## src/rtl/set_assoc_lru_writeback_cache_macros.svh

```systemverilog
// Assertion macros for the set-associative LRU write-back cache.
// Used by the top level; expects clk and rst_n in scope.
`ifndef SET_ASSOC_LRU_WRITEBACK_CACHE_MACROS_SVH
`define SET_ASSOC_LRU_WRITEBACK_CACHE_MACROS_SVH

// Same-cycle implication, disabled in reset.
`define SALC_ASSERT_NOW(lbl, ante, cons, msg) \
  lbl: assert property (@(posedge clk) disable iff (!rst_n) (ante) |-> (cons)) else $error(msg);

// Next-cycle implication, disabled in reset.
`define SALC_ASSERT_NEXT(lbl, ante, cons, msg) \
  lbl: assert property (@(posedge clk) disable iff (!rst_n) (ante) |=> (cons)) else $error(msg);

`endif

```

## src/rtl/salc_pkg.sv

```systemverilog
// Shared types and constants of the set-associative LRU write-back cache.
// No dependencies; used by every module of the block but salc_ram.
`timescale 1ns / 1ps
`default_nettype none
package salc_pkg;

  localparam int LINES   = 2048;
  localparam int LINE_AW = 11;
  localparam int WAYS    = 16;
  localparam int WAY_W   = 4;
  localparam int TAG_W   = 30;
  localparam int CNT_N   = 7;
  localparam int PADDR_W = 4;

  // Register indexes (paddr[3:2])
  localparam logic [1:0] REG_OB   = 2'd0;
  localparam logic [1:0] REG_IB   = 2'd1;
  localparam logic [1:0] REG_WAYS = 2'd2;

  // Counter slots
  localparam int CNT_READ  = 0;
  localparam int CNT_WRITE = 1;
  localparam int CNT_WB    = 2;
  localparam int CNT_RHIT  = 3;
  localparam int CNT_WHIT  = 4;
  localparam int CNT_RMISS = 5;
  localparam int CNT_WMISS = 6;

  typedef struct packed {
    logic        req_type;
    logic [31:0] address;
  } req_t;

  typedef struct packed {
    logic        hit;
    logic [3:0]  way_used;
    logic        write_back;
    logic [31:0] victim_block_address;
    logic [31:0] read_count;
    logic [31:0] write_count;
    logic [31:0] writeback_count;
    logic [31:0] read_hit_count;
    logic [31:0] write_hit_count;
    logic [31:0] read_miss_count;
    logic [31:0] write_miss_count;
  } res_t;

  // One directory line
  typedef struct packed {
    logic [TAG_W-1:0] tag;
    logic             valid;
    logic             dirty;
    logic [WAY_W-1:0] rank;
  } ent_t;

  // Controller to datapath
  typedef struct packed {
    logic clr_wr;
    logic acc_load;
    logic scan_rd;
    logic k_clr;
    logic upd_rd;
    logic out_load;
  } cmd_t;

  // Datapath to controller
  typedef struct packed {
    logic clr_last;
    logic k_last;
    logic out_free;
    logic cfg_wr;
  } sts_t;

  function automatic logic [31:0] sat_inc(input logic [31:0] v, input logic en);
    sat_inc = (en && (v != 32'hFFFF_FFFF)) ? v + 32'd1 : v;
  endfunction

endpackage
`default_nettype wire

```

## src/rtl/salc_ctrl.sv

```systemverilog
// Sequencer of the cache: clear sweep, set scan, rank rewrite, result hand-off.
// Depends on salc_pkg.
`timescale 1ns / 1ps
`default_nettype none
module salc_ctrl (
  input  wire logic          clk,
  input  wire logic          rst_n,
  input  wire logic          in_valid,
  output logic               in_ready,
  input  wire salc_pkg::sts_t sts,
  output salc_pkg::cmd_t     cmd
);

  typedef enum logic [6:0] {
    S_CLR   = 7'b0000001,
    S_IDLE  = 7'b0000010,
    S_SCAN  = 7'b0000100,
    S_DRAIN = 7'b0001000,
    S_UPD   = 7'b0010000,
    S_LAST  = 7'b0100000,
    S_DONE  = 7'b1000000
  } state_t;

  state_t state_r, state_nxt;

  // Next state and commands
  always_comb begin
    state_nxt = state_r;
    cmd       = '0;
    in_ready  = 1'b0;
    unique case (state_r)
      S_CLR: begin
        cmd.clr_wr = 1'b1;
        if (sts.clr_last) state_nxt = S_IDLE;
      end
      S_IDLE: begin
        in_ready = 1'b1;
        if (in_valid) begin
          cmd.acc_load = 1'b1;
          state_nxt    = S_SCAN;
        end
      end
      S_SCAN: begin
        cmd.scan_rd = 1'b1;
        if (sts.k_last) state_nxt = S_DRAIN;
      end
      S_DRAIN: begin
        cmd.k_clr = 1'b1;
        state_nxt = S_UPD;
      end
      S_UPD: begin
        cmd.upd_rd = 1'b1;
        if (sts.k_last) state_nxt = S_LAST;
      end
      S_LAST: begin
        state_nxt = S_DONE;
      end
      S_DONE: begin
        if (sts.out_free) begin
          cmd.out_load = 1'b1;
          state_nxt    = S_IDLE;
        end
      end
      default: begin
        state_nxt = S_CLR;
      end
    endcase
    // A register write restarts the clear sweep
    if (sts.cfg_wr) state_nxt = S_CLR;
  end

  always_ff @(posedge clk) begin
    if (!rst_n) begin
      state_r <= S_CLR;
    end else begin
      state_r <= state_nxt;
    end
  end

endmodule
`default_nettype wire

```

## config.mk

```make
export PLATFORM = sky130hd
export DESIGN_NAME = salc_ctrl
export DESIGN_NICKNAME = d
export VERILOG_FILES = /design/src/rtl/set_assoc_lru_writeback_cache_macros.svh /design/src/rtl/salc_pkg.sv /design/src/rtl/salc_ctrl.sv
export SDC_FILE = /design/constraint.sdc
export NUM_CORES = 1
export LEC_CHECK = 0
export ABC_AREA = 1
export BUFFER_PORTS_ARGS = -buffer_cell sky130_fd_sc_hd__buf_2
export CORE_AREA = 5 5 42 44
export CTS_CLUSTER_DIAMETER = 30
export DETAILED_ROUTE_END_ITERATION = 6
export DIE_AREA = 0 0 47 49
export GPL_ROUTABILITY_DRIVEN = 0
export GPL_TIMING_DRIVEN = 0
export PLACE_DENSITY = 0.58
export REMOVE_ABC_BUFFERS = 1
export SLEW_MARGIN = 5
export SYNTH_ARGS = -nofsm -noshare
export SYNTH_HDL_FRONTEND = slang
export SYNTH_SLANG_ARGS = --single-unit
```

## constraint.sdc

```tcl
create_clock -name clk -period 1.4 [get_ports clk]
set_input_delay 0 -clock clk [delete_from_list [all_inputs] [get_ports clk]]
set_output_delay 0 -clock clk [all_outputs]
set_load 0.005 [all_outputs]
```

# Yosys cells after proc, flatten, opt, wreduce, memory -nomap -nowiden
# Index checks and enable logic that the tools add are counted.
# totals
reg_bits,7
latch_bits,0
mem_bits_rw,0
romBits,0
input_bits,7
out_inout_bits,7
n_memories,0
# classes
n_addsub,0
n_mul,0
div_mod_pow,0
magnitude_cmp,0
eq_ne,12
shifts,0
muxes,15
bitwise,1
reduce_logical,2
# ops
cell,n
7-bit case mux with 7 select lines,1
7-bit two-way mux,5
2-bit inequality test (second input constant),5
1-bit two-way mux,9
7-bit by 1-bit == test with 1-bit output (second input constant),1
7-bit by 2-bit == test with 1-bit output (second input constant),1
7-bit by 3-bit == test with 1-bit output (second input constant),1
7-bit by 4-bit == test with 1-bit output (second input constant),1
7-bit by 5-bit == test with 1-bit output (second input constant),1
7-bit by 6-bit == test with 1-bit output (second input constant),1
7-bit == test (second input constant),1
5-bit AND reduction,1
2-bit OR reduction,1
1-bit NOT,1

# Depth between registers and ports, before layout
# logic_depth
word_depth,3
mapped_depth,10
ltp_nobuf,10

# Worst setup path after synthesis
# Ideal clock, no wire load.
# synth_path
path_type,flip-flop to flip-flop
from,reg state_r[6]
to,reg state_r[2]
setup_ns,0.114
t_arrival_ns,0.968
path_slack_ns,0.318
path_stages_with_launch,9
path_buffers,0
period_less_slack_ns,1.082
cell_sequence,dfxtp_1 > nor3_1 > nand2_2 > nand2_2 > nand2_2 > nand3_2 > nand2_1 > nand2_1 > nor2_2
# synth_via
elab_chain_len,3
# synth_rtl
element,line,text
from (decl),salc_ctrl.sv:24,"state_t state_r, state_nxt;"
from (signal assigned),salc_ctrl.sv:76,state_r <= state_nxt;
7-bit by 1-bit == test with 1-bit output (tied with other cells),salc_ctrl.sv:31,unique case (state_r)
2-bit inequality test (no source line),-,
5-bit AND reduction (no source line),-,
# Several ways; a longest one is shown, not always the timed one.
# A chain may end at the register's enable or synchronous reset.

==> results.ini <==
[run_status]
status=finished, final reports clean

[floorplan]
die_x_um=47
start_util=0.3634
dieArea_um2=2303
core-area_um2=1401
dieHeight_um=49
ios=14
num_rows=14

[final_layout]
multi_input_area_um2=279.0
n_antenna_cell=0
max_flop_register=state_r
reg_top3=state_r (7)
largest_reg_flops=7
nFillCells=153
num-nets-final=105
syn2layout_area_growth_pct=23.83
seqCellArea_um2=140.1
drive_gt1_frac=0.4124
layoutNonFillerInstCount=113

[clock_tree]
cts_tree=done
cts_setup_buffers=0
clock_latency_ns=0.25
ctsHoldBuffers=1
clk_pin_slew_ns=0.05
clkSinkCount=7
htree_levels=1
cts_resized=0
clockBufferDepth=2
cts_made_buffers=3
cts_root_buf=clkbuf_4

[sta]
rsz0062_at_grt=no
max_freq_mhz=816.1
slew_headroom=0.8658
hold_violations=0
drv_slew=0
min_period_over_period=0.8752
tns_ns=0
skew_ns=0.005746
finalSetupViolCount=0
tightest_slew_ns=0.1997
period_needed_ns=1.225

[yosys]
synth_compound_area_frac=0.03440
syn_avg_cell_area_um2=6.446
synth_adder_area_share=0
yosysTopAreaCell=dfxtp_1
synth_mux_area_frac=0
synthTopCellsByArea=dfxtp_1 28%, inv_1 11%, nand2_1 10%
yosys.area_share.simple=0.5135
synth_xor_xnor_area_share=0
synth_cell_types=17
synth_top_family_by_area=simple AND/OR/NAND/NOR gates
yosysTopAreaCellShare=0.2752
yosysWarnings=0
ys_seq_area_frac=0.2752
ys_seq_elements=7
syn_area_um2=509.2
syn-instance-count=79

[detailed_routing]
drt_iter0_drc=7
first_pass_iters=4
routedWlPerCell_um=8.912
ant_nets=0
wirelength_um=1007
drc=0
vias=493
via_per_inst=4.363

[min_path]
min_path_type=primary input to flip-flop

[setup_path]
path_cells=inv_2 > nand2_4 > nor2_4 > nand4_1 > inv_1 > buf_2
path_class=flip-flop to output port
worstPathRequired_ns=1.40
worst-path-buf-inv=3
critPathTopFamily=simple AND/OR/NAND/NOR gates
critPathLaunchType=flip-flop
critPathArrivalTime_ns=1.23
max_stage_delay_ns=0.33
crit_fanout=6
end_kind=output port
crit_slowest_cell=dfxtp_1

[placement]
port_buffers=13
dp_hpwl_um=840.3
dp.cells=108

[power]
powerDensity_nw_per_um2=762.2
leakagePower_uw=0.0003874
ir_drop_v=0.0004260

[global_route]
antenna_found_initial=0
grt_pass1_vias=473
grt_pass1_wl_um=1842
track_usage=0.1085
grt_max_degree=7
grt-ovfl-total=0

[job]
max-cap-violations=0

metrics by stage:
stage / hold slack, ns / power, µW / area [µm²] / worst slack (ns) / util
5_1_grt: 0.08805 / 515.3 / 630.6 / 0.04143 / 0.4500
2_1_floorplan: 0.09258 / 276.3 / 509.2 / 0.3176 / -
4_1_cts: 0.06142 / 493.1 / 630.6 / 0.1553 / 0.4500
6_report: 0.06490 / 480.7 / 630.6 / 0.1747 / 0.4500
3_5_place_dp: 0.2629 / 300.2 / 594.3 / 0.1881 / 0.4241
3_3_place_gp: 0.2569 / 299.4 / 594.3 / 0.2083 / 0.4241
kinds of logic after synthesis:
group | Yosys count
AND/OR/NAND/NOR | 45
buffers and inverters | 24
AO/OA/AOI/OAI | 3
flip-flops | 7
cell usage in the layout, fill, tap and decap left out, types with 3 or more instances in the layout:
| master | count |
|---|---|
| inv_1 | 15 |
| nand2_2 | 5 |
| buf_2 | 13 |
| nand2_1 | 14 |
| inv_2 | 9 |
| nor2_4 | 3 |
| dfxtp_1 | 7 |
| nor2_1 | 7 |
| clkbuf_4 | 3 |
| nand3_1 | 4 |
layer usage:
layer,global-route usage,up-vias,part of all wire
met5,0,-,0
met4,0.06912,0,0.026
met3,0.02214,2,0.061
met2,0.1606,13,0.46
met1,0.1363,210,0.45
li1,-,268,-
final timing paths:
path | end | depth (start not counted) | startpoint | slack (ns)
setup / recovery | cmd[2] | 6 | state_r[5]$_SDFFE_PP0P_ | 0.17
hold / removal | state_r[6]$_SDFFE_PP0P_ | 4 | sts[1] | 0.06
setup reg to reg | state_r[2]$_SDFFE_PP0P_ | 10 | state_r[5]$_SDFFE_PP0P_ | 0.20
hold reg to reg | state_r[6]$_SDFFE_PP0P_ | 2 | state_r[5]$_SDFFE_PP0P_ | 0.56
power breakdown:
part,switching (µW),total (µW),internal [µW]
registers,3.54,209,205
clock network,74.5,183,109
logic,52.8,88.7,35.9
total,131,481,350
final cells by class:
type / count / share of cell area
multi-input combinational: 48 / 0.4425
sequential: 7 / 0.2222
inverter: 24 / 0.1429
timing repair buffer: 14 / 0.1190
clock buffer: 4 / 0.04167
tap: 16 / 0.03175
worst min-delay path: stages:
cell	delay, ns
buf_2	0.07
inv_1	0.04
nand3_2	0.09
a21oi_1	0.06
cells in the mapped netlist:
library cell and number:
a21oi_1 2, dfxtp_1 7, inv_1 15, inv_2 9, nand2_1 14, nand2_2 5
nand2_4 2, nand3_1 4, nand3_2 2, nand3b_1 2, nand4_1 2, nor2_1 7
nor2_2 2, nor2_4 3, nor3_1 1, nor3_2 1, o211ai_1 1
(Power assumes the default switching activity.)
